[config.mk]
export PLATFORM = sky130hd
export DESIGN_NAME = blocked_tile_writeback_address_gen
export DESIGN_NICKNAME = d
export VERILOG_FILES = /design/src/rtl/btwag_pkg.sv /design/src/rtl/blocked_tile_writeback_address_gen.sv /design/src/rtl/btwag_div.sv /design/src/rtl/btwag_ctrl.sv /design/src/rtl/btwag_dp.sv
export VERILOG_INCLUDE_DIRS = /design/src /design/src/rtl
export SDC_FILE = /design/constraint.sdc
export NUM_CORES = 2
export LEC_CHECK = 0
export ABC_AREA = 1
export BUFFER_PORTS_ARGS = -buffer_cell sky130_fd_sc_hd__buf_4
export CAP_MARGIN = 10
export CORE_ASPECT_RATIO = 1.5
export CORE_MARGIN = 2
export CORE_UTILIZATION = 35
export CTS_BUF_LIST = sky130_fd_sc_hd__clkbuf_16
export DETAILED_ROUTE_END_ITERATION = 12
export HOLD_SLACK_MARGIN = 0.08
export PLACE_DENSITY_LB_ADDON = 0.25
export SLEW_MARGIN = 10
export SYNTH_ARGS = -nofsm -noshare
export SYNTH_HDL_FRONTEND = slang
export SYNTH_SLANG_ARGS = --single-unit
[constraint.sdc]
create_clock -name clk_i -period 16 [get_ports clk_i]
set_clock_uncertainty 0.05 [all_clocks]
set_input_delay 3.2 -clock clk_i [delete_from_list [all_inputs] [get_ports clk_i]]
set_output_delay 3.2 -clock clk_i [all_outputs]
set_load 0.02 [all_outputs]
[src/rtl/assert_macros.svh]
// ----------------------------------------------------------------------------
// Assertion macros
// Shared concurrent assertion helpers; define NO_ASSERTIONS to drop them.
// ----------------------------------------------------------------------------
`ifndef ASSERT_MACROS_SVH
`define ASSERT_MACROS_SVH
`ifndef NO_ASSERTIONS
`define ASSERT_IMPLY(label, clk, rst_n, pre, post, msg) \
  label: assert property (@(posedge clk) disable iff (!rst_n) (pre) |-> (post)) \
    else $error(msg);
`define ASSERT_NEXT(label, clk, rst_n, pre, post, msg) \
  label: assert property (@(posedge clk) disable iff (!rst_n) (pre) |=> (post)) \
    else $error(msg);
`else
`define ASSERT_IMPLY(label, clk, rst_n, pre, post, msg)
`define ASSERT_NEXT(label, clk, rst_n, pre, post, msg)
`endif
`endif

[src/rtl/btwag_pkg.sv]
// ----------------------------------------------------------------------------
// btwag_pkg
// Types and constants shared by the tile write-back address generator.
// ----------------------------------------------------------------------------
`default_nettype none

package btwag_pkg;

  localparam int unsigned PAGE_W     = 34;  // linear page id
  localparam int unsigned SLOT_W     = 6;   // slot within a subblock
  localparam int unsigned TDIM_W     = 13;  // Mt, Nt, blocks per row
  localparam int unsigned BDIM_W     = 11;  // batch count, block height/width
  localparam int unsigned BIDX_W     = 16;  // first block, block count
  localparam int unsigned AREA_W     = 2 * TDIM_W;
  localparam int unsigned ROW_ORG_W  = 29;  // block row origin, tile row
  localparam int unsigned COL_ORG_W  = 24;  // block column origin, tile column
  localparam int unsigned CFG_ADDR_W = 3;
  localparam int unsigned CFG_DATA_W = 16;

  typedef enum logic [CFG_ADDR_W-1:0] {
    CFG_TILE_ROWS  = 3'd0,
    CFG_TILE_COLS  = 3'd1,
    CFG_BATCHES    = 3'd2,
    CFG_BLK_HEIGHT = 3'd3,
    CFG_BLK_WIDTH  = 3'd4,
    CFG_BLK_PER_ROW = 3'd5,
    CFG_FIRST_BLK  = 3'd6,
    CFG_BLK_COUNT  = 3'd7
  } cfg_reg_e;

  typedef struct packed {
    logic [TDIM_W-1:0] tile_rows_total;
    logic [TDIM_W-1:0] tile_cols_total;
    logic [BDIM_W-1:0] batch_count;
    logic [BDIM_W-1:0] block_height;
    logic [BDIM_W-1:0] block_width;
    logic [TDIM_W-1:0] blocks_per_row;
    logic [BIDX_W-1:0] first_block;
    logic [BIDX_W-1:0] block_count;
  } cfg_t;

  typedef enum logic [2:0] {
    ST_INIT,
    ST_DIV,
    ST_ORIGIN,
    ST_IDLE,
    ST_START,
    ST_MUL,
    ST_ADD,
    ST_EMIT
  } ctrl_state_e;

  typedef struct packed {
    logic clear;        // reset walk counters, latch Mt*Nt
    logic div_start;    // split first block into row and column
    logic load_origin;  // origins of the first block from the quotient and remainder
    logic tile_start;   // subblock corner
    logic mul;          // corner row times Nt
    logic add;          // page of the corner
    logic emit;         // load one tile into the output stage
  } ctrl_cmd_t;

  typedef struct packed {
    logic out_free;
    logic tile_last;
  } dp_status_t;

endpackage

`default_nettype wire

[src/rtl/blocked_tile_writeback_address_gen.sv]
// ----------------------------------------------------------------------------
// blocked_tile_writeback_address_gen
// Output tile write-back address generator for a blocked matrix product.
// ----------------------------------------------------------------------------
// Each beat on the slave stream with bit 0 set announces one ready subblock
// of SUB_H x SUB_W tiles; the block answers with SUB_H*SUB_W beats, one per
// tile slot in row-major order, carrying the destination page id, the write
// enable (tuser), the slot index and job-done flag (tdata) and the last slot
// of the subblock (tlast). Each accepted subblock first runs corner setup
// (subblock corner, multiply by Nt, page add) and then issues its tiles
// through the single output register, holding while the master side stalls;
// the next beat is taken only once the last tile is issued. Any config write
// restarts the walk; the restart splits first_block over blocks_per_row in a
// bit-serial divider and holds the slave side off until the origins are loaded.
`default_nettype none

module blocked_tile_writeback_address_gen
  import btwag_pkg::*;
#(
  parameter int unsigned SUB_H = 2,
  parameter int unsigned SUB_W = 4
) (
  input  wire logic                  clk_i,
  input  wire logic                  rst_ni,
  // slave stream
  input  wire logic                  s_axis_tvalid,
  output logic                       s_axis_tready,
  input  wire logic [7:0]            s_axis_tdata,   // [0] subblock_ready
  // master stream
  output logic                       m_axis_tvalid,
  input  wire logic                  m_axis_tready,
  output logic [47:0]                m_axis_tdata,   // [33:0] page_id, [39:34] slot_index,
                                                     // [40] job_done
  output logic                       m_axis_tlast,   // subblock_last
  output logic                       m_axis_tuser,   // write_enable
  // config write channel
  input  wire logic                  cfg_valid_i,
  output logic                       cfg_ready_o,
  input  wire logic [CFG_ADDR_W-1:0] cfg_addr_i,
  input  wire logic [CFG_DATA_W-1:0] cfg_data_i
);

  cfg_t              cfg_q, cfg_d;
  logic              cfg_we;
  logic [TDIM_W-1:0] bpr_eff;
  ctrl_cmd_t         cmd;
  dp_status_t        status;
  logic              div_done;
  logic [BIDX_W-1:0] div_quot;
  logic [TDIM_W-1:0] div_rem;
  logic              out_we;
  logic [PAGE_W-1:0] out_page;
  logic [SLOT_W-1:0] out_slot;
  logic              out_job;

  assign cfg_ready_o = 1'b1;
  assign cfg_we      = cfg_valid_i && cfg_ready_o;

  always_comb begin
    cfg_d = cfg_q;
    if (cfg_we) begin
      unique case (cfg_reg_e'(cfg_addr_i))
        CFG_TILE_ROWS:   cfg_d.tile_rows_total = cfg_data_i[TDIM_W-1:0];
        CFG_TILE_COLS:   cfg_d.tile_cols_total = cfg_data_i[TDIM_W-1:0];
        CFG_BATCHES:     cfg_d.batch_count     = cfg_data_i[BDIM_W-1:0];
        CFG_BLK_HEIGHT:  cfg_d.block_height    = cfg_data_i[BDIM_W-1:0];
        CFG_BLK_WIDTH:   cfg_d.block_width     = cfg_data_i[BDIM_W-1:0];
        CFG_BLK_PER_ROW: cfg_d.blocks_per_row  = cfg_data_i[TDIM_W-1:0];
        CFG_FIRST_BLK:   cfg_d.first_block     = cfg_data_i[BIDX_W-1:0];
        CFG_BLK_COUNT:   cfg_d.block_count     = cfg_data_i[BIDX_W-1:0];
        default:         cfg_d = cfg_q;
      endcase
    end
  end

  always_ff @(posedge clk_i or negedge rst_ni) begin
    if (!rst_ni) begin
      cfg_q.tile_rows_total <= TDIM_W'(1);
      cfg_q.tile_cols_total <= TDIM_W'(1);
      cfg_q.batch_count     <= BDIM_W'(1);
      cfg_q.block_height    <= BDIM_W'(2);
      cfg_q.block_width     <= BDIM_W'(4);
      cfg_q.blocks_per_row  <= TDIM_W'(1);
      cfg_q.first_block     <= '0;
      cfg_q.block_count     <= BIDX_W'(1);
    end else begin
      cfg_q <= cfg_d;
    end
  end

  // zero blocks per row acts as one
  assign bpr_eff = (cfg_q.blocks_per_row == '0) ? TDIM_W'(1) : cfg_q.blocks_per_row;

  btwag_ctrl u_ctrl (
    .clk_i          (clk_i),
    .rst_ni         (rst_ni),
    .cfg_we_i       (cfg_we),
    .in_valid_i     (s_axis_tvalid),
    .in_ready_bit_i (s_axis_tdata[0]),
    .in_ready_o     (s_axis_tready),
    .div_done_i     (div_done),
    .status_i       (status),
    .cmd_o          (cmd)
  );

  btwag_div u_div (
    .clk_i      (clk_i),
    .rst_ni     (rst_ni),
    .start_i    (cmd.div_start),
    .dividend_i (cfg_q.first_block),
    .divisor_i  (bpr_eff),
    .done_o     (div_done),
    .quot_o     (div_quot),
    .rem_o      (div_rem)
  );

  btwag_dp #(
    .SUB_H (SUB_H),
    .SUB_W (SUB_W)
  ) u_dp (
    .clk_i       (clk_i),
    .rst_ni      (rst_ni),
    .cfg_i       (cfg_q),
    .bpr_eff_i   (bpr_eff),
    .div_quot_i  (div_quot),
    .div_rem_i   (div_rem),
    .cmd_i       (cmd),
    .status_o    (status),
    .out_ready_i (m_axis_tready),
    .out_valid_o (m_axis_tvalid),
    .out_we_o    (out_we),
    .out_page_o  (out_page),
    .out_slot_o  (out_slot),
    .out_last_o  (m_axis_tlast),
    .out_job_o   (out_job)
  );

  assign m_axis_tuser = out_we;
  assign m_axis_tdata = {7'b0, out_job, out_slot, out_page};

endmodule

`default_nettype wire

[src/rtl/btwag_div.sv]
// ----------------------------------------------------------------------------
// btwag_div
// Restoring divider, one quotient bit per cycle.
// ----------------------------------------------------------------------------
`default_nettype none

module btwag_div
  import btwag_pkg::*;
(
  input  wire logic              clk_i,
  input  wire logic              rst_ni,
  input  wire logic              start_i,
  input  wire logic [BIDX_W-1:0] dividend_i,
  input  wire logic [TDIM_W-1:0] divisor_i,
  output logic                   done_o,
  output logic [BIDX_W-1:0]      quot_o,
  output logic [TDIM_W-1:0]      rem_o
);

  localparam int unsigned CNT_W = $clog2(BIDX_W + 1);

  logic [BIDX_W-1:0] quot_q, quot_d;
  logic [TDIM_W-1:0] rem_q, rem_d;
  logic [CNT_W-1:0]  cnt_q, cnt_d;
  logic              busy_q, busy_d;
  logic              done_q, done_d;
  logic [TDIM_W:0]   trial;
  logic [TDIM_W:0]   dvs;
  logic              fits;

  assign trial = {rem_q, quot_q[BIDX_W-1]};
  assign dvs   = {1'b0, divisor_i};
  assign fits  = trial >= dvs;

  always_comb begin
    quot_d = quot_q;
    rem_d  = rem_q;
    cnt_d  = cnt_q;
    busy_d = busy_q;
    done_d = 1'b0;
    if (start_i) begin
      quot_d = dividend_i;
      rem_d  = '0;
      cnt_d  = CNT_W'(BIDX_W);
      busy_d = 1'b1;
    end else if (busy_q) begin
      rem_d  = fits ? TDIM_W'(trial - dvs) : trial[TDIM_W-1:0];
      quot_d = {quot_q[BIDX_W-2:0], fits};
      cnt_d  = cnt_q - CNT_W'(1);
      if (cnt_q == CNT_W'(1)) begin
        busy_d = 1'b0;
        done_d = 1'b1;
      end
    end
  end

  always_ff @(posedge clk_i or negedge rst_ni) begin
    if (!rst_ni) begin
      busy_q <= 1'b0;
      done_q <= 1'b0;
      cnt_q  <= '0;
    end else begin
      busy_q <= busy_d;
      done_q <= done_d;
      cnt_q  <= cnt_d;
    end
  end

  always_ff @(posedge clk_i) begin
    quot_q <= quot_d;
    rem_q  <= rem_d;
  end

  assign done_o = done_q;
  assign quot_o = quot_q;
  assign rem_o  = rem_q;

endmodule

`default_nettype wire

[src/rtl/btwag_ctrl.sv]
// ----------------------------------------------------------------------------
// btwag_ctrl
// Sequencer: restart after config, then per subblock corner setup and
// one tile emission per free output slot.
// ----------------------------------------------------------------------------
`default_nettype none
`include "assert_macros.svh"

module btwag_ctrl
  import btwag_pkg::*;
(
  input  wire logic       clk_i,
  input  wire logic       rst_ni,
  input  wire logic       cfg_we_i,
  input  wire logic       in_valid_i,
  input  wire logic       in_ready_bit_i,
  output logic            in_ready_o,
  input  wire logic       div_done_i,
  input  wire dp_status_t status_i,
  output ctrl_cmd_t       cmd_o
);

  ctrl_state_e state_q, state_d;

  always_ff @(posedge clk_i or negedge rst_ni) begin
    if (!rst_ni) begin
      state_q <= ST_INIT;
    end else begin
      state_q <= state_d;
    end
  end

  always_comb begin
    state_d    = state_q;
    cmd_o      = '0;
    in_ready_o = 1'b0;
    unique case (state_q)
      ST_INIT: begin
        cmd_o.clear     = 1'b1;
        cmd_o.div_start = 1'b1;
        state_d         = ST_DIV;
      end
      ST_DIV: begin
        if (div_done_i) state_d = ST_ORIGIN;
      end
      ST_ORIGIN: begin
        cmd_o.load_origin = 1'b1;
        state_d           = ST_IDLE;
      end
      ST_IDLE: begin
        in_ready_o = 1'b1;
        // a beat with the ready bit clear is consumed and does nothing
        if (in_valid_i && in_ready_bit_i) state_d = ST_START;
      end
      ST_START: begin
        cmd_o.tile_start = 1'b1;
        state_d          = ST_MUL;
      end
      ST_MUL: begin
        cmd_o.mul = 1'b1;
        state_d   = ST_ADD;
      end
      ST_ADD: begin
        cmd_o.add = 1'b1;
        state_d   = ST_EMIT;
      end
      ST_EMIT: begin
        if (status_i.out_free) begin
          cmd_o.emit = 1'b1;
          if (status_i.tile_last) state_d = ST_IDLE;
        end
      end
      default: state_d = ST_INIT;
    endcase
    if (cfg_we_i) state_d = ST_INIT;
  end

  `ASSERT_IMPLY(a_emit_free, clk_i, rst_ni, cmd_o.emit, status_i.out_free,
                "tile emitted into a busy output stage")
  `ASSERT_NEXT(a_start_follows, clk_i, rst_ni,
               in_ready_o && in_valid_i && in_ready_bit_i && !cfg_we_i,
               state_q == ST_START, "accepted subblock did not start")
  `ASSERT_NEXT(a_cfg_restart, clk_i, rst_ni, cfg_we_i, state_q == ST_INIT,
               "config write did not restart the walk")

endmodule

`default_nettype wire

[src/rtl/btwag_dp.sv]
// ----------------------------------------------------------------------------
// btwag_dp
// Walk counters, block origins, tile address arithmetic and output stage.
// ----------------------------------------------------------------------------
`default_nettype none
`include "assert_macros.svh"

module btwag_dp
  import btwag_pkg::*;
#(
  parameter int unsigned SUB_H = 2,
  parameter int unsigned SUB_W = 4
) (
  input  wire logic              clk_i,
  input  wire logic              rst_ni,
  input  wire cfg_t              cfg_i,
  input  wire logic [TDIM_W-1:0] bpr_eff_i,
  input  wire logic [BIDX_W-1:0] div_quot_i,
  input  wire logic [TDIM_W-1:0] div_rem_i,
  input  wire ctrl_cmd_t         cmd_i,
  output dp_status_t             status_o,
  input  wire logic              out_ready_i,
  output logic                   out_valid_o,
  output logic                   out_we_o,
  output logic [PAGE_W-1:0]      out_page_o,
  output logic [SLOT_W-1:0]      out_slot_o,
  output logic                   out_last_o,
  output logic                   out_job_o
);

  localparam int unsigned H_W  = (SUB_H > 1) ? $clog2(SUB_H) : 1;
  localparam int unsigned W_W  = (SUB_W > 1) ? $clog2(SUB_W) : 1;
  localparam int unsigned OFF_W = BDIM_W + 1;

  // walk state
  logic [BDIM_W-1:0]    batch_q, batch_d;
  logic [BIDX_W-1:0]    blk_off_q, blk_off_d;
  logic [BDIM_W-1:0]    row_off_q, row_off_d;   // subblock row * SUB_H
  logic [BDIM_W-1:0]    col_off_q, col_off_d;   // subblock col * SUB_W
  logic [PAGE_W-1:0]    base_q, base_d;
  logic [AREA_W-1:0]    area_q, area_d;
  logic [TDIM_W-1:0]    rem_q, rem_d, rem0_q, rem0_d;
  logic [ROW_ORG_W-1:0] row_org_q, row_org_d, row_org0_q, row_org0_d;
  logic [COL_ORG_W-1:0] col_org_q, col_org_d, col_org0_q, col_org0_d;
  // per subblock
  logic [ROW_ORG_W-1:0] m0_q, m0_d;
  logic [COL_ORG_W-1:0] n0_q, n0_d;
  logic [PAGE_W-1:0]    prod_q, prod_d;
  logic [PAGE_W-1:0]    row_page_q, row_page_d;
  logic [H_W-1:0]       h_q, h_d;
  logic [W_W-1:0]       w_q, w_d;
  logic [SLOT_W-1:0]    slot_q, slot_d;
  // output stage
  logic                 out_valid_q, out_valid_d;
  logic                 out_we_q, out_we_d;
  logic [PAGE_W-1:0]    out_page_q, out_page_d;
  logic [SLOT_W-1:0]    out_slot_q, out_slot_d;
  logic                 out_last_q, out_last_d;
  logic                 out_job_q, out_job_d;

  logic [BIDX_W-1:0]    blk_cnt_eff;
  logic [BDIM_W-1:0]    bat_cnt_eff;
  logic                 col_end, row_end, blk_end, bat_end, done;
  logic [TDIM_W:0]      rem_inc;
  logic [ROW_ORG_W-1:0] m_cur;
  logic [COL_ORG_W-1:0] n_cur;
  logic [PAGE_W-1:0]    page_cur;
  logic                 we_cur;
  logic                 tile_last;
  logic [ROW_ORG_W+TDIM_W-1:0] prod_full;

  assign blk_cnt_eff = (cfg_i.block_count == '0) ? BIDX_W'(1) : cfg_i.block_count;
  assign bat_cnt_eff = (cfg_i.batch_count == '0) ? BDIM_W'(1) : cfg_i.batch_count;

  // floor(dim / SUB) <= off/SUB + 1, with a floor of zero counted as one
  assign col_end = {1'b0, cfg_i.block_width} < ({1'b0, col_off_q} + OFF_W'(2 * SUB_W));
  assign row_end = {1'b0, cfg_i.block_height} < ({1'b0, row_off_q} + OFF_W'(2 * SUB_H));
  assign blk_end = ({1'b0, blk_off_q} + (BIDX_W + 1)'(1)) >= {1'b0, blk_cnt_eff};
  assign bat_end = ({1'b0, batch_q} + (BDIM_W + 1)'(1)) >= {1'b0, bat_cnt_eff};
  assign done    = col_end && row_end && blk_end && bat_end;

  assign rem_inc = {1'b0, rem_q} + (TDIM_W + 1)'(1);

  assign m_cur     = m0_q + ROW_ORG_W'(h_q);
  assign n_cur     = n0_q + COL_ORG_W'(w_q);
  assign page_cur  = row_page_q + PAGE_W'(w_q);
  assign we_cur    = (m_cur < ROW_ORG_W'(cfg_i.tile_rows_total)) &&
                     (n_cur < COL_ORG_W'(cfg_i.tile_cols_total));
  assign tile_last = (h_q == H_W'(SUB_H - 1)) && (w_q == W_W'(SUB_W - 1));
  assign prod_full = m0_q * cfg_i.tile_cols_total;

  always_comb begin
    batch_d    = batch_q;
    blk_off_d  = blk_off_q;
    row_off_d  = row_off_q;
    col_off_d  = col_off_q;
    base_d     = base_q;
    area_d     = area_q;
    rem_d      = rem_q;
    rem0_d     = rem0_q;
    row_org_d  = row_org_q;
    row_org0_d = row_org0_q;
    col_org_d  = col_org_q;
    col_org0_d = col_org0_q;
    m0_d       = m0_q;
    n0_d       = n0_q;
    prod_d     = prod_q;
    row_page_d = row_page_q;
    h_d        = h_q;
    w_d        = w_q;
    slot_d     = slot_q;
    out_we_d   = out_we_q;
    out_page_d = out_page_q;
    out_slot_d = out_slot_q;
    out_last_d = out_last_q;
    out_job_d  = out_job_q;
    out_valid_d = out_valid_q && !out_ready_i;

    if (cmd_i.clear) begin
      batch_d   = '0;
      blk_off_d = '0;
      row_off_d = '0;
      col_off_d = '0;
      base_d    = '0;
      area_d    = cfg_i.tile_rows_total * cfg_i.tile_cols_total;
    end

    if (cmd_i.load_origin) begin
      rem_d      = div_rem_i;
      rem0_d     = div_rem_i;
      row_org_d  = ROW_ORG_W'(div_quot_i * cfg_i.block_height);
      row_org0_d = ROW_ORG_W'(div_quot_i * cfg_i.block_height);
      col_org_d  = COL_ORG_W'(div_rem_i * cfg_i.block_width);
      col_org0_d = COL_ORG_W'(div_rem_i * cfg_i.block_width);
    end

    if (cmd_i.tile_start) begin
      m0_d   = row_org_q + ROW_ORG_W'(row_off_q);
      n0_d   = col_org_q + COL_ORG_W'(col_off_q);
      h_d    = '0;
      w_d    = '0;
      slot_d = '0;
    end

    if (cmd_i.mul) prod_d = prod_full[PAGE_W-1:0];

    if (cmd_i.add) row_page_d = base_q + prod_q + PAGE_W'(n0_q);

    if (cmd_i.emit) begin
      out_valid_d = 1'b1;
      out_we_d    = we_cur;
      out_page_d  = we_cur ? page_cur : '0;
      out_slot_d  = slot_q;
      out_last_d  = tile_last;
      out_job_d   = tile_last && done;
      slot_d      = slot_q + SLOT_W'(1);
      if (w_q == W_W'(SUB_W - 1)) begin
        w_d        = '0;
        h_d        = h_q + H_W'(1);
        row_page_d = row_page_q + PAGE_W'(cfg_i.tile_cols_total);
      end else begin
        w_d = w_q + W_W'(1);
      end

      // step the walk once the subblock is fully issued
      if (tile_last) begin
        if (!col_end) begin
          col_off_d = col_off_q + BDIM_W'(SUB_W);
        end else begin
          col_off_d = '0;
          if (!row_end) begin
            row_off_d = row_off_q + BDIM_W'(SUB_H);
          end else begin
            row_off_d = '0;
            if (!blk_end) begin
              blk_off_d = blk_off_q + BIDX_W'(1);
              if (rem_inc == {1'b0, bpr_eff_i}) begin
                rem_d     = '0;
                col_org_d = '0;
                row_org_d = row_org_q + ROW_ORG_W'(cfg_i.block_height);
              end else begin
                rem_d     = rem_inc[TDIM_W-1:0];
                col_org_d = col_org_q + COL_ORG_W'(cfg_i.block_width);
              end
            end else begin
              blk_off_d = '0;
              rem_d     = rem0_q;
              row_org_d = row_org0_q;
              col_org_d = col_org0_q;
              if (!bat_end) begin
                batch_d = batch_q + BDIM_W'(1);
                base_d  = base_q + PAGE_W'(area_q);
              end else begin
                batch_d = '0;
                base_d  = '0;
              end
            end
          end
        end
      end
    end
  end

  always_ff @(posedge clk_i or negedge rst_ni) begin
    if (!rst_ni) begin
      out_valid_q <= 1'b0;
    end else begin
      out_valid_q <= out_valid_d;
    end
  end

  always_ff @(posedge clk_i) begin
    batch_q    <= batch_d;
    blk_off_q  <= blk_off_d;
    row_off_q  <= row_off_d;
    col_off_q  <= col_off_d;
    base_q     <= base_d;
    area_q     <= area_d;
    rem_q      <= rem_d;
    rem0_q     <= rem0_d;
    row_org_q  <= row_org_d;
    row_org0_q <= row_org0_d;
    col_org_q  <= col_org_d;
    col_org0_q <= col_org0_d;
    m0_q       <= m0_d;
    n0_q       <= n0_d;
    prod_q     <= prod_d;
    row_page_q <= row_page_d;
    h_q        <= h_d;
    w_q        <= w_d;
    slot_q     <= slot_d;
    out_we_q   <= out_we_d;
    out_page_q <= out_page_d;
    out_slot_q <= out_slot_d;
    out_last_q <= out_last_d;
    out_job_q  <= out_job_d;
  end

  assign status_o.out_free  = !out_valid_q || out_ready_i;
  assign status_o.tile_last = tile_last;

  assign out_valid_o = out_valid_q;
  assign out_we_o    = out_we_q;
  assign out_page_o  = out_page_q;
  assign out_slot_o  = out_slot_q;
  assign out_last_o  = out_last_q;
  assign out_job_o   = out_job_q;

  `ASSERT_IMPLY(a_last_slot, clk_i, rst_ni, out_valid_q && out_last_q,
                out_slot_q == SLOT_W'(SUB_H * SUB_W - 1), "last flag on wrong slot")
  `ASSERT_IMPLY(a_done_on_last, clk_i, rst_ni, out_valid_q && out_job_q, out_last_q,
                "job done without subblock last")
  `ASSERT_IMPLY(a_page_gated, clk_i, rst_ni, out_valid_q && !out_we_q,
                out_page_q == '0, "page not zero on a skipped tile")

endmodule

`default_nettype wire

Yosys cells after proc, flatten, opt, wreduce, memory -nomap -nowiden
Index checks and enable logic that the tools add are counted.
- $add $sub $neg: 25
- reduce and logical (&&, ||, !) cells: 27
- $mul: 4
- equality and inequality tests: 21
- mux-type cells: 90
- order comparisons: 7
- operators with widths (operator ; count):
    $mux W34 ; 10
    $mux W29 ; 7
    $mux W11 ; 17
    $mux W24 ; 7
    $mux W16 ; 9
    $mux W13 ; 9
    $add A29 B11 Y29 ; 2
    $add A24 B11 Y24 ; 2
    $add A34 B13 Y34 ; 1
    $add A34 B2 Y34 ; 1
    $add A34 B24 Y34 ; 1
    $add A34 B26 Y34 ; 1
    $add A34 B34 Y34 ; 1
    $mul A29 B13 Y34 ; 1
    $add A29 B1 Y29 ; 1
    $lt A29 B13 Y1 ; 1
    $mul A16 B11 Y27 ; 1
    $mul A13 B13 Y26 ; 1
    $add A24 B2 Y24 ; 1
    $eq A3 B3 Y1 const B ; 8
    $lt A11 B12 Y1 ; 2
    $lt A24 B13 Y1 ; 1
    $mul A13 B11 Y24 ; 1
    $pmux W3 S8 ; 1
    39 further kinds ; 87
- register bits after elaboration: 556
- output and inout port bits: 53
- bits of input ports: 32

Logic depth before layout (Yosys ltp)
- word-level depth: 9
- mapped depth: 28

Modules after synthesis
A second synthesis with hierarchy kept.
- cells, all modules: 8404
- area total of the unflattened synthesis: 63588.5 um2
- by module, submodules not included (module ; instances ; cells an instance ; area an instance (um2)):
    btwag_dp ; 1 ; 7580 ; 56794.5
    blocked_tile_writeback_address_gen ; 1 ; 406 ; 3960.0
    btwag_div ; 1 ; 371 ; 2558.7
    btwag_ctrl ; 1 ; 47 ; 275.3

Least setup slack after synthesis
No wires, ideal clock.
- path type: register to register
- from: register cfg_q[79] in the netlist's numbering
- to: register u_dp.area_q[22] (data pin)
- arrival time: 5135 ps
- setup time: 259 ps
- clock period less this slack: 5444 ps
- path slack: 10556 ps
- buffers on the path: 2
- cell stages (with the launch flop): 21
- cells stage by stage: dfrtp_1 > clkbuf_1 > clkbuf_1 > nand2_1 > fa_1 > inv_1 > fa_1 > inv_1 > fa_1 > inv_1 > fa_1 > fa_1 > ha_1 > a21oi_1 > or2_2 > nand3_1 > a21boi_0 > o21ai_0 > a21boi_0 > o211ai_1 > nand2_1
- longest elaborated chain between the ends: 1
- RTL lines (what ; RTL line ; text):
    start: declaration ; blocked_tile_writeback_address_gen.sv:43 ; cfg_t cfg_q, cfg_d;
    start signal: assignment ; blocked_tile_writeback_address_gen.sv:87 ; cfg_q <= cfg_d;
    $mul A13 B13 Y26 ; btwag_dp.sv:125 ; area_d = cfg_i.tile_rows_total * cfg_i.tile_cols_total;
    end signal: assignment ; btwag_dp.sv:218 ; area_q <= area_d;
    end: declaration ; btwag_dp.sv:41 ; logic [AREA_W-1:0] area_q, area_d;
No other way between the ends.
A chain may end at the register's enable or synchronous reset.

Worst setup path in the final report
- from: register u_dp.m0_q[3]
- to: register u_dp.prod_q[19] (data pin)
- longest elaborated chain between the ends: 1
- RTL lines (what ; RTL line ; text):
    start: declaration ; btwag_dp.sv:46 ; logic [ROW_ORG_W-1:0] m0_q, m0_d;
    start signal: assignment ; btwag_dp.sv:225 ; m0_q <= m0_d;
    $mul A29 B13 Y34 ; btwag_dp.sv:90 ; assign prod_full = m0_q * cfg_i.tile_cols_total;
    via u_dp.prod_full[19] ; btwag_dp.sv:70 ; logic [ROW_ORG_W+TDIM_W-1:0] prod_full;
    end signal: assignment ; btwag_dp.sv:227 ; prod_q <= prod_d;
    end: declaration ; btwag_dp.sv:48 ; logic [PAGE_W-1:0] prod_q, prod_d;
The timed path passes the listed nets, and every way through them passes these cells.

==> results.yml <==
place:
  gp_congestion: 0.942
  io_buffer_count: 69
  hpwlAfterDp_mm: 153
  dpl_cell_area_um2: 65600
  dpl_worst_slack_ns: 9.88
sta:
  relSlewSlack_pct: 20.4
  fin_crit_ns: 6.19
  tightest_slew_ns: 1.19
  fin_crit_sh_pct: 38.7
  hold_violations: 0
  fin_ws_ns: 9.81
  slew_violations: 0
  tns_ns: 0
  finalSetupViolations: 0
  max_clock_freq_ghz: 0.162
  rsz0062_at_grt: "no"
status:
  outcome: "completed"
clock_network:
  postCtsHoldBufs: 0
  cts-buffers-inserted: 61
  cts.sinks: 556
  htree_levels: 2
  ctsResizeCount: 0
  clockBufferDepth: 3
  clkTransAtPathRegs_ns: 0.06
  cts_tree: "yes"
  insertion_delay_ns: 0.75
  post-cts-setup-buffers: 0
  cts-root-buf: "clkbuf_16"
synthesis:
  ys_seq_area_share_pct: 22.6
  synth_area_um2: 62800
  synthDominantCellAreaShare_pct: 20.7
  synthArstFlopShare_pct: 20.7
  synth.largest_area_cell: "fa_1"
  synth_area_leaders: "fa_1 21%, nand2_1 13%, edfxtp_1 12%, ha_1 9.6%, inv_1 9.5%"
  yosysMostFrequentCell: "nand2_1"
  syn_inst: 8220
  yosys_warnings: 0
  synth.top_cells.by_count: "2,138 x nand2_1, 1,593 x inv_1, 649 x fa_1"
  synth_edf_count: 247
  avgSynthCellArea_um2: 7.64
  synth_cell_types: 69
  ys.flop_type: "edfxtp_1"
  synth-seq-cells: 556
worst_setup_path:
  criticalPathCategory: "register to register"
  reg2reg_from: "u_dp.m0_q[3]$_DFFE_PP_"
  required_ns: 16.39
  regToRegEndpoint: "u_dp.prod_q[19]$_DFFE_PP_"
  cp_max_fo: 17
  cp-end-kind: "register"
  crit_path_start: "u_dp.m0_q[3]$_DFFE_PP_"
  r2r_cells: 17
  arrival_ns: 6.58
  rrSetupSlack_ns: 9.81
  cp-start-kind: "register"
global_routing:
  grt_pass1_wl_mm: 305
  grt_max_degree: 74
  gr-total-overflow: 0
  grt_pass1_vias: 54700
  antenna_found_initial: 3
  grt_usage_pct: 21.4
route:
  finalWirelength_mm: 194
  first_iter_violations: 3097
  vias: 52600
  via_per_inst: 4.97
  wl_per_cell_um: 18.3
  drt_first_pass_iters: 6
  drc: 0
  ant_nets: 0
min_path:
  hold_start: "u_dp.slot_q[4]$_SDFFCE_PN0P_"
  holdPathStages: 0
  min_path_type: "register to register"
  min_to: "u_dp.out_slot_o[4]$_DFFE_PP_"
finish:
  area_growth_pct: 7.73
  final_nets: 9289
  fin_area_um2: 67700
  final_layout_size_suffix_gt1_share_pct: 4.48
floorplanning:
  core-area_um2: 179000
  start_util_pct: 35.2
  die_h_um: 523
  die_x_um: 350
  io_pins: 85
  core.rowCount: 190
  dieArea_um2: 183000
power:
  combinationalPowerShare_pct: 70.8
  p_clk_share_pct: 10.1
  peakVddDrop_mv: 0.232
  power.total_uw: 14500
  static-leakage-power_uw: 0.0345
  switching_share_pct: 53.7
  p_per_area_nw_per_um2: 214
  intPower_uw: 6710
  switchingPower_uw: 7780
  seqPwrFrac_pct: 19.0
flow_run:
  cap_violations: 0
-- power by group through the flow --
stage | clock network, µW | logic (µW) | registers [µW]
after floorplan | 0 | 7740 | 2440
after detailed placement | 0 | 10400 | 2780
after global routing | 1560 | 11900 | 2790
after global placement | 0 | 10300 | 2770
final | 1470 | 10300 | 2760
after CTS | 1510 | 10400 | 2750
-- worst max path at each step --
stage | end | slack (ns) | cells after the start
finish | u_dp.prod_q[19]$_DFFE_PP_ | 9.81 | 17
global route | u_dp.row_org_q[12]$_DFF_P_ | 9.46 | 22
CTS | u_dp.row_org_q[17]$_DFF_P_ | 9.87 | 22
detailed placement | u_dp.row_org_q[26]$_DFF_P_ | 9.88 | 13
global placement | u_dp.batch_q[0]$_DFF_P_ | 9.54 | 11
floorplan | u_dp.area_q[22]$_DFFE_PP_ | 10.56 | 20
-- placed cells by master, fill, tap and decap left out, types with 12 or more instances in the layout --
| cell | n |
|---|---|
| dfxtp_1 | 194 |
| clkbuf_16 | 62 |
| nand3_1 | 377 |
| o21bai_1 | 22 |
| ha_1 | 483 |
| o21ai_0 | 358 |
| nand3b_1 | 23 |
| nor4_1 | 15 |
| nor3_1 | 105 |
| inv_1 | 1601 |
| edfxtp_1 | 247 |
| dfrtp_1 | 98 |
| or2_2 | 21 |
| nor2_1 | 430 |
| buf_4 | 137 |
| nand2_1 | 2134 |
| a21oi_1 | 405 |
| xnor2_1 | 106 |
| nand4_1 | 92 |
| a31oi_1 | 34 |
| o22ai_1 | 12 |
| nor3_2 | 32 |
| clkinv_2 | 12 |
| a21o_1 | 28 |
| o211ai_1 | 32 |
| nor2_2 | 12 |
| clkinv_1 | 13 |
| xor2_1 | 229 |
| fa_1 | 649 |
| o21ai_1 | 35 |
-- per-layer routing --
| metal | up-vias | wire length [µm] | share of wire [%] | track usage (%) |
|---|---|---|---|---|
| met2 | 1151 | 103000 | 53 | 41.3 |
| met3 | 431 | 6610 | 3.4 | 1.85 |
| met5 | - | 0 | 0 | 0 |
| met4 | 0 | 11800 | 6.1 | 11.5 |
| met1 | 25500 | 72700 | 37 | 22.8 |
| li1 | 25500 | - | - | - |
-- sequential cells by signal (all words and copies together) (netlist names), 24 cells and up --
register	count
u_dp.col_org_q	24
u_dp.base_q	34
u_dp.n0_q	24
cfg_q	104
u_dp.col_org0_q	24
u_dp.prod_q	34
u_dp.out_page_o	34
u_dp.row_org_q	29
u_dp.area_q	26
u_dp.row_org0_q	27
u_dp.m0_q	29
u_dp.row_page_q	34
-- logic make-up (layout without fill, tap and decap cells) --
group / Yosys count / after routing / synth area share [%]
multiplexers: 8 / 8 / 0.133
AND/OR/NAND/NOR: 3292 / 3292 / 22.0
buffers and inverters: 1908 / 1860 / 11.7
XOR/XNOR: 336 / 336 / 4.71
adder cells (fa/ha/maj): 1132 / 1132 / 30.3
AO/OA/AOI/OAI: 986 / 986 / 8.56
flip-flops: 556 / 556 / 22.6
other: 2 / 12 / 0.0120
-- layout make-up --
type | instances | area, µm²
Clock inverter | 54 | 492
Inverter | 1607 | 6040
Antenna cell | 4 | 10.0
Fill cell | 18500 | 111000
Tap cell | 2400 | 3000
Clock buffer | 62 | 1550
Timing Repair Buffer | 137 | 1030
Multi-Input combinational cell | 5762 | 41400
Sequential cell | 556 | 14200
-- worst max-delay path, stage by stage (launching register included) --
cell and delay [ns]:
edfxtp_1 1.13, nand2_1 0.21, fa_1 0.58, inv_1 0.04
ha_1 0.18, fa_1 0.48, inv_1 0.05, fa_1 0.52
fa_1 0.50, inv_1 0.04, ha_1 0.32, a21oi_1 0.20
a21boi_0 0.45, o21ai_0 0.23, a21oi_1 0.27, o21ai_0 0.25
a21oi_1 0.23, xnor2_1 0.13
-- stage by stage --
stage | utilization [%] | instances | hold slack, ns
floorplan | - | 8226 | 0.376
global placement | 36.8 | 10500 | 0.384
detailed placement | 36.8 | 10500 | 0.394
CTS | 37.9 | 10600 | 0.407
global route | 37.9 | 10600 | 0.428
finish | 37.9 | 10600 | 0.403
Power figures use the tool's default switching activity.
